==> config.mk <==
export PLATFORM = sky130hd
export DESIGN_NAME = xtail_fin_command_mixer
export DESIGN_NICKNAME = d
export VERILOG_FILES = /design/src/rtl/xfcm_pkg.sv /design/src/rtl/xfcm_fin_lane.sv /design/src/rtl/xtail_fin_command_mixer.sv
export SDC_FILE = /design/constraint.sdc
export NUM_CORES = 1
export LEC_CHECK = 0
export BUFFER_PORTS_ARGS = -buffer_cell sky130_fd_sc_hd__buf_4
export CORE_MARGIN = 2
export CORE_UTILIZATION = 55
export CTS_CLUSTER_DIAMETER = 30
export DETAILED_ROUTE_END_ITERATION = 8
export PLACE_DENSITY = 0.73
export REMOVE_ABC_BUFFERS = 1
export SLEW_MARGIN = 20
export SYNTH_ARGS = -nofsm -noshare
export SYNTH_HDL_FRONTEND = slang
export SYNTH_SLANG_ARGS = --single-unit
export TNS_END_PERCENT = 10
==> constraint.sdc <==
create_clock -name clk -period 21.1 [get_ports clk]
set_input_delay 2.11 -clock clk [delete_from_list [all_inputs] [get_ports clk]]
set_output_delay 2.11 -clock clk [all_outputs]
set_load 0.01 [all_outputs]
==> src/rtl/xfcm_pkg.sv <==
package xfcm_pkg;

    localparam int unsigned FIN_COUNT = 4;
    localparam int unsigned CFG_INDEX_W = 3;
    localparam int unsigned CFG_DATA_W = 16;

    typedef logic signed [15:0] angle_t;
    typedef logic [14:0] limit_t;
    // sums of two angles plus the half-turn wrap and deadband difference
    typedef logic signed [17:0] wide_t;
    typedef logic [2:0] cmd_code_t;
    typedef logic [CFG_INDEX_W-1:0] cfg_index_t;

    localparam cmd_code_t CMD_FINS    = 3'd0;
    localparam cmd_code_t CMD_SAFETY  = 3'd1;
    localparam cmd_code_t CMD_TIMEOUT = 3'd2;
    localparam cmd_code_t CMD_RESET   = 3'd3;
    localparam cmd_code_t CMD_DIRECT  = 3'd4;

    localparam cfg_index_t REG_HOME_FIN1  = 3'd0;
    localparam cfg_index_t REG_HOME_FIN2  = 3'd1;
    localparam cfg_index_t REG_HOME_FIN3  = 3'd2;
    localparam cfg_index_t REG_HOME_FIN4  = 3'd3;
    localparam cfg_index_t REG_LIMIT_FIN1 = 3'd4;
    localparam cfg_index_t REG_LIMIT_FIN2 = 3'd5;
    localparam cfg_index_t REG_LIMIT_FIN3 = 3'd6;
    localparam cfg_index_t REG_LIMIT_FIN4 = 3'd7;

    localparam wide_t HALF_TURN = 18'sd18000;
    localparam wide_t FULL_TURN = 18'sd36000;
    localparam wide_t DEADBAND  = 18'sd20;
    localparam limit_t LIMIT_RESET = 15'd18000;

    typedef struct packed {
        cmd_code_t    command;
        angle_t       req_top;
        angle_t       req_stbd;
        angle_t       req_bottom;
        angle_t       req_port;
        logic [3:0]   angle_valid;
        logic         enable_flag;
        logic [2:0]   fin_select;
        angle_t       position;
    } in_t;

    typedef struct packed {
        angle_t fin1_command;
        angle_t fin2_command;
        angle_t fin3_command;
        angle_t fin4_command;
        logic   select_error;
    } out_t;

endpackage

==> src/rtl/xfcm_fin_lane.sv <==
module xfcm_fin_lane (
    input  xfcm_pkg::angle_t angle_a,
    input  xfcm_pkg::angle_t angle_b,
    input  xfcm_pkg::angle_t command,
    input  xfcm_pkg::limit_t limit,
    output xfcm_pkg::angle_t next_command
);

    xfcm_pkg::wide_t sum;
    xfcm_pkg::wide_t wrapped;
    xfcm_pkg::wide_t diff;
    xfcm_pkg::wide_t lim_pos;
    xfcm_pkg::wide_t lim_neg;
    xfcm_pkg::wide_t clamped;
    logic            moved;

    always_comb
    begin
        sum     = xfcm_pkg::wide_t'(angle_a) + xfcm_pkg::wide_t'(angle_b);
        // only the upper side wraps; low sums are left to the clamp
        wrapped = (sum > xfcm_pkg::HALF_TURN) ? sum - xfcm_pkg::FULL_TURN : sum;
        diff    = wrapped - xfcm_pkg::wide_t'(command);
        moved   = (diff > xfcm_pkg::DEADBAND) || (diff < -xfcm_pkg::DEADBAND);
        lim_pos = $signed({3'b000, limit});
        lim_neg = -lim_pos;
        clamped = wrapped;
        if (clamped > lim_pos)
        begin
            clamped = lim_pos;
        end
        if (clamped < lim_neg)
        begin
            clamped = lim_neg;
        end
        next_command = moved ? clamped[15:0] : command;
    end

endmodule

==> src/rtl/xtail_fin_command_mixer.sv <==
// X-tail fin command mixer.
// An accepted beat passes the input register, then one combinational pass
// into the result register. Throughput: one beat per cycle while the output
// is empty or result_ready is high; fin commands feed back through cmd_reg.
// Reset (rst_n low, asynchronous): both stages empty, held angles and fin
// commands zero, safety disabled, homes zero, limits 18000.
module xtail_fin_command_mixer (
    input  logic                 clk,
    input  logic                 rst_n,
    input  logic                 item_valid,
    output logic                 item_ready,
    input  xfcm_pkg::in_t        item,
    output logic                 result_valid,
    input  logic                 result_ready,
    output xfcm_pkg::out_t       result,
    input  logic                 cfg_we,
    input  xfcm_pkg::cfg_index_t cfg_index,
    input  logic [xfcm_pkg::CFG_DATA_W-1:0] cfg_data
);

    localparam int unsigned N = xfcm_pkg::FIN_COUNT;

    logic             s1_valid_reg;
    xfcm_pkg::in_t    s1_item_reg;
    logic             result_valid_reg;
    xfcm_pkg::out_t   result_reg;

    xfcm_pkg::angle_t held_reg [N];
    xfcm_pkg::angle_t held_next [N];
    xfcm_pkg::angle_t cmd_reg [N];
    xfcm_pkg::angle_t cmd_next [N];
    logic             safety_reg;
    logic             safety_next;
    xfcm_pkg::angle_t home_reg [N];
    xfcm_pkg::limit_t limit_reg [N];

    xfcm_pkg::angle_t lane_a [N];
    xfcm_pkg::angle_t lane_b [N];
    xfcm_pkg::angle_t lane_cmd [N];
    logic             sel_error;
    logic [1:0]       sel_idx;
    logic             advance;
    logic             fire;

    assign advance    = !result_valid_reg || result_ready;
    assign fire       = s1_valid_reg && advance;
    assign item_ready = !s1_valid_reg || advance;

    // held angles: 0 top, 1 starboard, 2 bottom, 3 port
    assign lane_a[0] = held_next[0];
    assign lane_b[0] = held_next[1];
    assign lane_a[1] = held_next[2];
    assign lane_b[1] = held_next[1];
    assign lane_a[2] = held_next[2];
    assign lane_b[2] = held_next[3];
    assign lane_a[3] = held_next[0];
    assign lane_b[3] = held_next[3];

    for (genvar g = 0; g < N; g++)
    begin : g_lane
        xfcm_fin_lane u_lane (
            .angle_a      (lane_a[g]),
            .angle_b      (lane_b[g]),
            .command      (cmd_reg[g]),
            .limit        (limit_reg[g]),
            .next_command (lane_cmd[g])
        );
    end

    assign sel_idx = 2'(s1_item_reg.fin_select - 3'd1);

    // held angle load, kept apart from the command update that reads the lanes
    always_comb
    begin
        held_next = held_reg;
        if (s1_item_reg.command == xfcm_pkg::CMD_FINS && safety_reg)
        begin
            if (s1_item_reg.angle_valid[0])
            begin
                held_next[0] = s1_item_reg.req_top;
            end
            if (s1_item_reg.angle_valid[1])
            begin
                held_next[1] = s1_item_reg.req_stbd;
            end
            if (s1_item_reg.angle_valid[2])
            begin
                held_next[2] = s1_item_reg.req_bottom;
            end
            if (s1_item_reg.angle_valid[3])
            begin
                held_next[3] = s1_item_reg.req_port;
            end
        end
    end

    always_comb
    begin
        cmd_next    = cmd_reg;
        safety_next = safety_reg;
        sel_error   = 1'b0;
        case (s1_item_reg.command)
            xfcm_pkg::CMD_FINS:
            begin
                if (safety_reg)
                begin
                    cmd_next = lane_cmd;
                end
            end
            xfcm_pkg::CMD_SAFETY:
            begin
                safety_next = s1_item_reg.enable_flag;
            end
            xfcm_pkg::CMD_TIMEOUT:
            begin
                if (safety_reg)
                begin
                    cmd_next = home_reg;
                end
            end
            xfcm_pkg::CMD_RESET:
            begin
                cmd_next = home_reg;
            end
            xfcm_pkg::CMD_DIRECT:
            begin
                if (s1_item_reg.fin_select == 3'd0)
                begin
                    for (int i = 0; i < N; i++)
                    begin
                        cmd_next[i] = s1_item_reg.position;
                    end
                end
                else if (s1_item_reg.fin_select inside {[3'd1:3'd4]})
                begin
                    cmd_next[sel_idx] = s1_item_reg.position;
                end
                else
                begin
                    sel_error = 1'b1;
                end
            end
            default:
            begin
            end
        endcase
    end

    // input register
    always_ff @(posedge clk or negedge rst_n)
    begin
        if (!rst_n)
        begin
            s1_valid_reg <= 1'b0;
        end
        else if (item_ready)
        begin
            s1_valid_reg <= item_valid;
        end
    end

    always_ff @(posedge clk)
    begin
        if (item_valid && item_ready)
        begin
            s1_item_reg <= item;
        end
    end

    // state and result register
    always_ff @(posedge clk or negedge rst_n)
    begin
        if (!rst_n)
        begin
            result_valid_reg <= 1'b0;
            safety_reg       <= 1'b0;
            for (int i = 0; i < N; i++)
            begin
                held_reg[i] <= '0;
                cmd_reg[i]  <= '0;
            end
        end
        else
        begin
            if (advance)
            begin
                result_valid_reg <= s1_valid_reg;
            end
            if (fire)
            begin
                held_reg   <= held_next;
                cmd_reg    <= cmd_next;
                safety_reg <= safety_next;
            end
        end
    end

    always_ff @(posedge clk)
    begin
        if (fire)
        begin
            result_reg.fin1_command <= cmd_next[0];
            result_reg.fin2_command <= cmd_next[1];
            result_reg.fin3_command <= cmd_next[2];
            result_reg.fin4_command <= cmd_next[3];
            result_reg.select_error <= sel_error;
        end
    end

    // configuration registers
    always_ff @(posedge clk or negedge rst_n)
    begin
        if (!rst_n)
        begin
            for (int i = 0; i < N; i++)
            begin
                home_reg[i]  <= '0;
                limit_reg[i] <= xfcm_pkg::LIMIT_RESET;
            end
        end
        else if (cfg_we)
        begin
            case (cfg_index)
                xfcm_pkg::REG_HOME_FIN1:  home_reg[0]  <= cfg_data;
                xfcm_pkg::REG_HOME_FIN2:  home_reg[1]  <= cfg_data;
                xfcm_pkg::REG_HOME_FIN3:  home_reg[2]  <= cfg_data;
                xfcm_pkg::REG_HOME_FIN4:  home_reg[3]  <= cfg_data;
                xfcm_pkg::REG_LIMIT_FIN1: limit_reg[0] <= cfg_data[14:0];
                xfcm_pkg::REG_LIMIT_FIN2: limit_reg[1] <= cfg_data[14:0];
                xfcm_pkg::REG_LIMIT_FIN3: limit_reg[2] <= cfg_data[14:0];
                xfcm_pkg::REG_LIMIT_FIN4: limit_reg[3] <= cfg_data[14:0];
                default:
                begin
                end
            endcase
        end
    end

    assign result_valid = result_valid_reg;
    assign result       = result_reg;

endmodule

Word-level counts from Yosys, hierarchy flattened
Cells that the tools add are included.

Add/sub/neg operators: 17. Multiplexer cells: 30. Reduce and logical (&&, ||, !) cells: 26. Bitwise gates (word level): 2. Equality and inequality tests: 11. $lt $le $gt $ge: 24.

Operator list (count): $mux 64 (5); $pmux 64 s4 (1); $mux 16 (13); $mux 18 (8); $gt 18x16->1 (4); $gt 18x16->1 const B (4); $gt 18x6->1 const B (4); $lt 18x18->1 (4); $lt 18x6->1 const B (4); $neg 15->18 (4); $sub 18x16->18 (4); $sub 18x17->18 const B (4); $add 16x16->17 (4); $bwmux 64 (1); $demux 16 s2 (1); $reduce_and 2->1 (9); $eq 3x3->1 const B (5); $eq 3x2->1 const B (4); $logic_not 3->1 (3); $eq 3x1->1 const B (2); $logic_or 1x1->1 (6); $logic_and 1x1->1 (5); $ge 3x1->1 const B (1); $ge 3x3->1 const B (1); 8 further kinds (9).

Flip-flop bits (word level): 411. Input bits: 115.

Longest topological paths before layout
Gate-level depths: netlist of run 1.

Depth after elaboration: 13. Depth in mapped cells: 54. Mapped depth without buffers: 47.

Cells and area by module
From an unflattened synthesis of run 1, not the netlist that was laid out.

Cell total of the unflattened synthesis: 3243. Area total of the unflattened synthesis: 33099.2 µm².

By module, submodules not included: xtail_fin_command_mixer (times used 1, cells an instance 1050, seq. area each 11090.6 µm², area each 16941.2 µm²); xfcm_fin_lane at g_lane[0].u_lane ... (times used 2, cells an instance 561, seq. area each 0.0 µm², area each 4103.9 µm²); xfcm_fin_lane at g_lane[3].u_lane (times used 1, cells an instance 540, seq. area each 0.0 µm², area each 3990.1 µm²); xfcm_fin_lane at g_lane[1].u_lane (times used 1, cells an instance 531, seq. area each 0.0 µm², area each 3960.0 µm²).

Worst setup path after synthesis of run 1
Ideal clock, no wire load.

Path kind: flip-flop to flip-flop. From: register s1_item_reg[90] (netlist bit). To: register result_reg, in the netlist result[10] (data pin). Slack: 11.163 ns. Stages on the path, launching flop included: 51. Setup time: 0.261 ns. Data arrival time: 9.676 ns. Cell sequence: edfxtp_1 > buf_6 > or4b_4 > buf_6 > o21ai_1 > a211oi_1 > or2_2 > ha_1 > inv_1 > o2bb2a_2 > o2111ai_2 > a21oi_1 > or2_2 > a211o_1 > a311oi_2 > o21ai_1 > and2_1 > clkbuf_1 > [... 15 more ...] > ha_1 > a21oi_1 > nor2b_1 > o21ai_0 > nand2b_1 > a21oi_1 > nor2b_1 > o21ai_0 > nand3_1 > a211o_1 > or3_1 > a21oi_1 > a2111oi_4 > o211ai_4 > buf_6 > mux2i_1 > nor2_1 > o32a_1.

RTL lines: start: declaration (RTL line xtail_fin_command_mixer.sv:24) `xfcm_pkg::in_t s1_item_reg;`; start signal: assignment (RTL line xtail_fin_command_mixer.sv:166) `s1_item_reg <= item;`; end: declaration (RTL line xtail_fin_command_mixer.sv:26) `xfcm_pkg::out_t result_reg;`.

Worst setup path after layout of run 1
From: register safety_reg. To: register cmd_reg[19] (netlist bit).

Longest elaborated chain between the ends: 12.

RTL lines: start: declaration (RTL line xtail_fin_command_mixer.sv:32) `logic safety_reg;`; start signal: assignment (RTL line xtail_fin_command_mixer.sv:193) `safety_reg <= safety_next;`; $logic_and 1x1->1 (RTL line xtail_fin_command_mixer.sv:76) `if (s1_item_reg.command == xfcm_pkg::CMD_FINS && safety_reg)`; $mux 64 (RTL line xtail_fin_command_mixer.sv:76); $add 16x16->17 (RTL line xfcm_fin_lane.sv:19) `sum = xfcm_pkg::wide_t'(angle_a) + xfcm_pkg::wide_t'(angle_b);`; $sub 18x17->18 / $gt 18x16->1 (equally long branches) (RTL line xfcm_fin_lane.sv:21) `wrapped = (sum > xfcm_pkg::HALF_TURN) ? sum - xfcm_pkg::FULL_TURN : sum;`; $mux 18 (RTL line xfcm_fin_lane.sv:21); $gt 18x16->1 (RTL line xfcm_fin_lane.sv:27) `if (clamped > lim_pos)`; $mux 18 (RTL line xfcm_fin_lane.sv:27); $lt 18x18->1 (RTL line xfcm_fin_lane.sv:31) `if (clamped < lim_neg)`; $mux 16 (RTL line xfcm_fin_lane.sv:31); $mux 16 (RTL line xfcm_fin_lane.sv:35) `next_command = moved ? clamped[15:0] : command;`; $mux 64 (RTL line xtail_fin_command_mixer.sv:105) `if (safety_reg)`; $pmux 64 s4 (*) (RTL line xtail_fin_command_mixer.sv:102) `case (s1_item_reg.command)`; end signal: assignment (RTL line xtail_fin_command_mixer.sv:192) `cmd_reg <= cmd_next;`; end: declaration (RTL line xtail_fin_command_mixer.sv:30) `xfcm_pkg::angle_t cmd_reg [N];`.

Mark *: on every way between the ends. The rest lies on a longest branch, timed or not. A chain may end at the register's enable or synchronous reset.

==> metrics, run 1 <==
Reg clk slew, reported paths=0.05 ns; nets=4,038; synthesized area per cell=9.29 um^2; Crit Path Class=flop to flop; clock sinks=411; Yosys cell types=121; GP Congestion=just over 1; area grow syn2layout=16.2%; Root Driver=clkbuf_16; worst-path maximum fanout=40; Hold WS=between 0.4 and 0.5 ns; FMAX=a little under 80 MHz; data arrival time of the critical path=approximately 13 ns; Hold EP=held_reg[57]; number of port buffers=181; Avg WL per Cell=24.1 um; critical path capture point type=flop; dominant synthesized flop cell=dfrtp_1; total number of vias=29,300; Most Frequent Cell on Critical Path=a21oi_1; Row Count=89; synth top area cells=dfrtp_1, edfxtp_1, ha_1; final worst-path cycle share=between 60 and 70%; Critical Path RT=21.64 ns; synth warn=0; Fill cells=4,862; worst relative slew slack=18.4%; drt pass-1 iters=6; Max clock buf depth=3; synthesized flop and latch total=411; RSZ-0062 raised after global routing=no; vias per cell=6.48; min-delay worst type=flop to flop; first-pass GRT wire length=~160,000 um; H-tree depth=3; largest net degree at the start of global routing=between 70 and 80; register area share after synthesis=34.1%; Final setup viols=0; Post-Syn Area=32,500 um^2; RR Endpoint=cmd_reg[19]; Setup TNS=0 ns; Post-Route WL=109,000 um; minimum clock period=12.67 ns; number of flip-flops in the largest register=91; reg-to-reg startpoint=safety_reg; initial drt markers=3,222; vias in the first global route=27,800; total CTS buffers=just over 90; Worst setup SP type=flop; Synth async-reset ratio=62.0%; instance count of the mapped netlist=about 3,500; DPL Wire Length=~80,000 um; initial antenna violation count=7; Slowest cell on crit path=dfrtp_1; CORE AREA=58,800 um^2; hold depth=2; post-CTS setup buffer count=0; drt drc=0; All-Layer GR Usage=a little over a third; layout cells sized above 1=18.2%; max_cap viols=0; post-CTS resize count=0; Final Hold Fails=0; initial core utilization=between 50 and 60%; n_diodes=0; r2r setup slk=8.43 ns; clock skew=0.0618 ns; worst slew pin tran=1.22 ns; post-route ant nets=0; Clock Latency Late Sink=0.67 ns; area of the die=between 60,000 and 70,000 um^2; die width=247 um; Post-CTS Hold Fix Bufs=0; Yosys top cell by area=dfrtp_1; number of synthesized flops with an enable pin=roughly 160; status=finished clean; HP Start=held_reg[57]; final slew viol count=0; post-synth top area share=18.1%; Die Ht=247 um; CTS tree=yes; boundary pin count=182; grt total ovfl=0; Worst R2R Path Depth=47; CP peak stage delay=0.91 ns
-- cell families after synthesis --
family | after synthesis | share of synthesized area [%]
mux | 269 | 9.21
flops | 411 | 34.1
xor+xnor | 195 | 5.35
compound gates | 1027 | 21.9
buf+inv | 408 | 5.00
fa+ha+maj | 260 | 10.1
simple gates | 933 | 14.4
-- synthesized netlist by cell type, types with 17 or more instances --
cell type / instances
a211oi_1: 33
a21boi_0: 31
a21o_1: 75
a21oi_1: 213
a221o_1: 20
a221oi_1: 35
a22oi_1: 27
a2bb2oi_1: 18
a31oi_1: 33
a32oi_1: 34
and2_1: 32
and3_1: 49
clkbuf_1: 99
dfrtp_1: 235
dfstp_2: 20
edfxtp_1: 156
ha_1: 249
inv_1: 266
mux2_2: 202
mux2i_1: 62
nand2_1: 253
nand2b_1: 36
nand3_1: 70
nand4_1: 54
nor2_1: 200
nor2b_1: 35
nor3_1: 79
nor4_1: 19
o211ai_1: 17
o21a_1: 32
o21ai_0: 195
o21ai_1: 25
o22ai_1: 25
o31ai_1: 18
or3_1: 18
xnor2_1: 138
xor2_1: 54
-- area by class of cell --
type,instances,area [um^2],share of cell area (%)
Clock buffer,104,2410,6.37
Clock inverter,72,850,2.25
Inverter,272,1030,2.71
Multi-Input combinational cell,2684,19900,52.7
Sequential cell,411,11100,29.3
Tap cell,773,967,2.56
Timing Repair Buffer,206,1550,4.11
-- worst max-delay path: cells and delay by family, from the launching register on --
kind                       cells  cell delay [ns]
and+or+nand+nor               15             3.50
adders and majority gates      3             1.06
DFF                            1             0.91
AOI/OAI and AO/OA             20             4.99
buffers and inverters          6             1.12
xor gates and xnor gates       1             0.38
muxes                          2             0.55
-- worst max-delay path by stage --
stage,start,to,slack [ns]
5_1_grt,safety_reg,cmd_reg[19],7.51
2_1_floorplan,s1_item_reg[89],cmd_reg[19],9.14
6_report,safety_reg,cmd_reg[19],8.43
3_5_place_dp,safety_reg,cmd_reg[19],8.80
4_1_cts,safety_reg,cmd_reg[19],8.80
3_3_place_gp,safety_reg,result[18],8.93
-- metrics by stage --
step / worst slack, ns / instance area, um^2 / util, % / std cells
2_1_floorplan: 9.14 / 31900 / - / 3367
3_3_place_gp: 8.93 / 34600 / 58.8 / 4346
3_5_place_dp: 8.80 / 34600 / 58.8 / 4346
4_1_cts: 8.80 / 37800 / 64.3 / 4522
5_1_grt: 7.51 / 37800 / 64.3 / 4522
6_report: 8.43 / 37800 / 64.3 / 4522
-- routing by layer --
metal,vias up,routed length (um),track usage [%]
met3,300,11400,7.45
met5,-,49,0
met1,14000,45000,48.2
li1,13500,-,-
met4,8,6340,19.3
met2,1541,46200,52.8
-- layout by cell type (no fill, tap or decap), types with 93 or more instances in the layout --
cell,Yosys,final
a21oi_1,213,213
nand2_1,253,252
inv_1,266,266
clkbuf_16,0,93
o21ai_0,195,195
nor2_1,200,198
edfxtp_1,156,156
xnor2_1,138,138
mux2_2,202,202
buf_4,7,205
ha_1,249,249
dfrtp_1,235,235
Power of run 1 is not shown: default switching activity piles up to over one toggle a cycle in this logic, so the estimate is an artifact.
==> inputs of run 2 (changes only) <==
--- a/config.mk
+++ b/config.mk
@@ -10,7 +10,7 @@
 export CORE_UTILIZATION = 55
 export CTS_CLUSTER_DIAMETER = 30
 export DETAILED_ROUTE_END_ITERATION = 8
-export PLACE_DENSITY = 0.73
+export PLACE_DENSITY = 0.76
 export REMOVE_ABC_BUFFERS = 1
 export SLEW_MARGIN = 20
 export SYNTH_ARGS = -nofsm -noshare
==> constraint.sdc (replaced) <==
create_clock -name clk -period 10.6 [get_ports clk]
set_input_delay 1.06 -clock clk [delete_from_list [all_inputs] [get_ports clk]]
set_output_delay 1.06 -clock clk [all_outputs]
set_load 0.01 [all_outputs]
==> run 2 against run 1 <==
Critical path depth decreased by 7. Fmax rose by 25%. Clock skew is essentially flat. Die area did not move. Wire length is 0.71% higher. Global-route usage is 0.35 points lower. Utilization rose by 1.6 points. Flip-flop and latch count did not move. Non-clock buffer count up 84. Via count increased by 2.1%. Register-to-register slack lost 8.0 ns. Worst hold slack worse by 0.088 ns.
==> metrics, run 2 (synthesis results as in run 1) <==
Final setup viols=0 (unchanged); Most Frequent Cell on Critical Path=a21o_1; number of port buffers=181 (unchanged); first-pass GRT wire length=164,000 um (-0.48%); All-Layer GR Usage=35.1% (-0.35 points); Fill cells=4,672 (-3.9%); Row Count=89 (unchanged); Crit Path Class=flop to flop; commonest non-fill, non-tap cells in the layout=buf_4, inv_1, nand2_1; Final Hold Fails=0 (unchanged); minimum clock period=10.13 ns (-2.54 ns); area grow syn2layout=19.1%; Avg WL per Cell=23.8 um (-1.2%); CP peak stage delay=0.65 ns (-0.26 ns); Slowest cell on crit path=or4b_4; Worst R2R Path Depth=40 (-15%); CTS tree=yes; vias in the first global route=28,000 (+0.88%); drt drc=0 (unchanged); Root Driver=clkbuf_16; total number of vias=29,900 (+2.1%); FMAX=98.7 MHz (+25%); commonest non-fill, non-tap cell in the layout=buf_4; Die Ht=247 um (unchanged); clock sinks=411 (unchanged); Max clock buf depth=3 (unchanged); worst-path maximum fanout=21 (-48%); area of the die=61,100 um^2 (unchanged); Post-Route WL=110,000 um (+0.71%); nets=4,123 (+2.1%); largest net degree at the start of global routing=81 (+2.5%); final worst-path cycle share=95.5% (+36 points); max_cap viols=0 (unchanged); reg-to-reg startpoint=s1_item_reg[88]; critical path capture point type=flop; RR Endpoint=result[51]; min-delay worst type=primary input to async pin; total CTS buffers=92 (-1.1%); drt pass-1 iters=7 (+1); H-tree depth=3 (unchanged); status=finished clean; data arrival time of the critical path=10.52 ns (-2.69 ns); post-route ant nets=0 (unchanged); initial drt markers=3,312 (+2.8%); grt total ovfl=0 (unchanged); initial antenna violation count=4 (-3); Clock Latency Late Sink=0.67 ns (about the same); Setup TNS=0 ns (unchanged); Worst setup SP type=flop; final slew viol count=0 (unchanged); Reg clk slew, reported paths=0.05 ns (about the same); boundary pin count=182 (unchanged); initial core utilization=55.4% (unchanged); die width=247 um (unchanged); worst slew pin tran=1.20 ns (-0.0224 ns); worst relative slew slack=20.0% (+1.6 points); GP Congestion=0.982 (-5.2%); DPL Wire Length=80,900 um (+0.20%); CORE AREA=58,800 um^2 (unchanged); number of flip-flops in the largest register=91 (unchanged); r2r setup slk=0.47 ns (-7.96 ns); Critical Path RT=10.99 ns (-10.65 ns); layout cells sized above 1=20.9% (+2.7 points); vias per cell=6.50 (+0.17%); clock skew=0.0615 ns (-0.000313 ns)
## run 2: worst max-delay path by stage
stage	start	end	slack [ns]	cells after the start
after floorplan	s1_item_reg[89]	cmd_reg[19]	-1.36	45
after global placement	s1_item_reg[90]	result[12]	0.32	44
after detailed placement	s1_item_reg[89]	cmd_reg[19]	0.19	47
after CTS	s1_item_reg[89]	result[12]	0.19	44
after global routing	s1_item_reg[88]	result[41]	-0.07	47
final	s1_item_reg[88]	result[51]	0.47	40
## run 2: final cells by class
type / count / area [um^2] / share of cell area, %
Multi-Input combinational cell: 2686 / 20200 / 52.2
Clock buffer: 111 / 2430 / 6.28
Timing Repair Buffer: 290 / 2200 / 5.69
Antenna cell: 3 / 7.51 / 0.0194
Inverter: 272 / 1030 / 2.65
Clock inverter: 62 / 816 / 2.10
Sequential cell: 411 / 11100 / 28.6
Tap cell: 773 / 967 / 2.49
## run 2: timing repair
action,4_1_cts,5_1_grt
buffers inserted,0,15
setup endpoints to repair,0,122
gates resized for setup,0,64
hold buffers,0,0
## run 2: per-stage QoR
step                instance area, um^2  setup WS, ns  hold slack (ns)  util [%]  instances
finish                            38800         0.473            0.393      65.9       4608
global route                      38800       -0.0723            0.438      65.9       4605
CTS                               38300         0.188            0.407      65.2       4588
detailed placement                35100         0.195            0.468      59.7       4415
global placement                  35100         0.321            0.462      59.7       4415
floorplan                         31900         -1.36            0.440         -       3367
## run 2: routing by layer
metal / global-route usage [%] / wire length (um)
met1: 47.8 / 44900
met2: 51.9 / 46500
met3: 8.01 / 12100
met4: 18.7 / 6160
met5: 0 / 26
## run 2: worst max-delay path: cells and delay by family, from the launching register on
| family | cells | cell delay, ns |
|---|---|---|
| DFF | 1 | 0.43 |
| xor gates and xnor gates | 1 | 0.21 |
| and+or+nand+nor | 7 | 1.75 |
| buffers and inverters | 5 | 1.08 |
| muxes | 3 | 0.57 |
| AOI/OAI and AO/OA | 21 | 4.78 |
| adders and majority gates | 3 | 0.99 |
Power of run 2 is left out for the same reason.
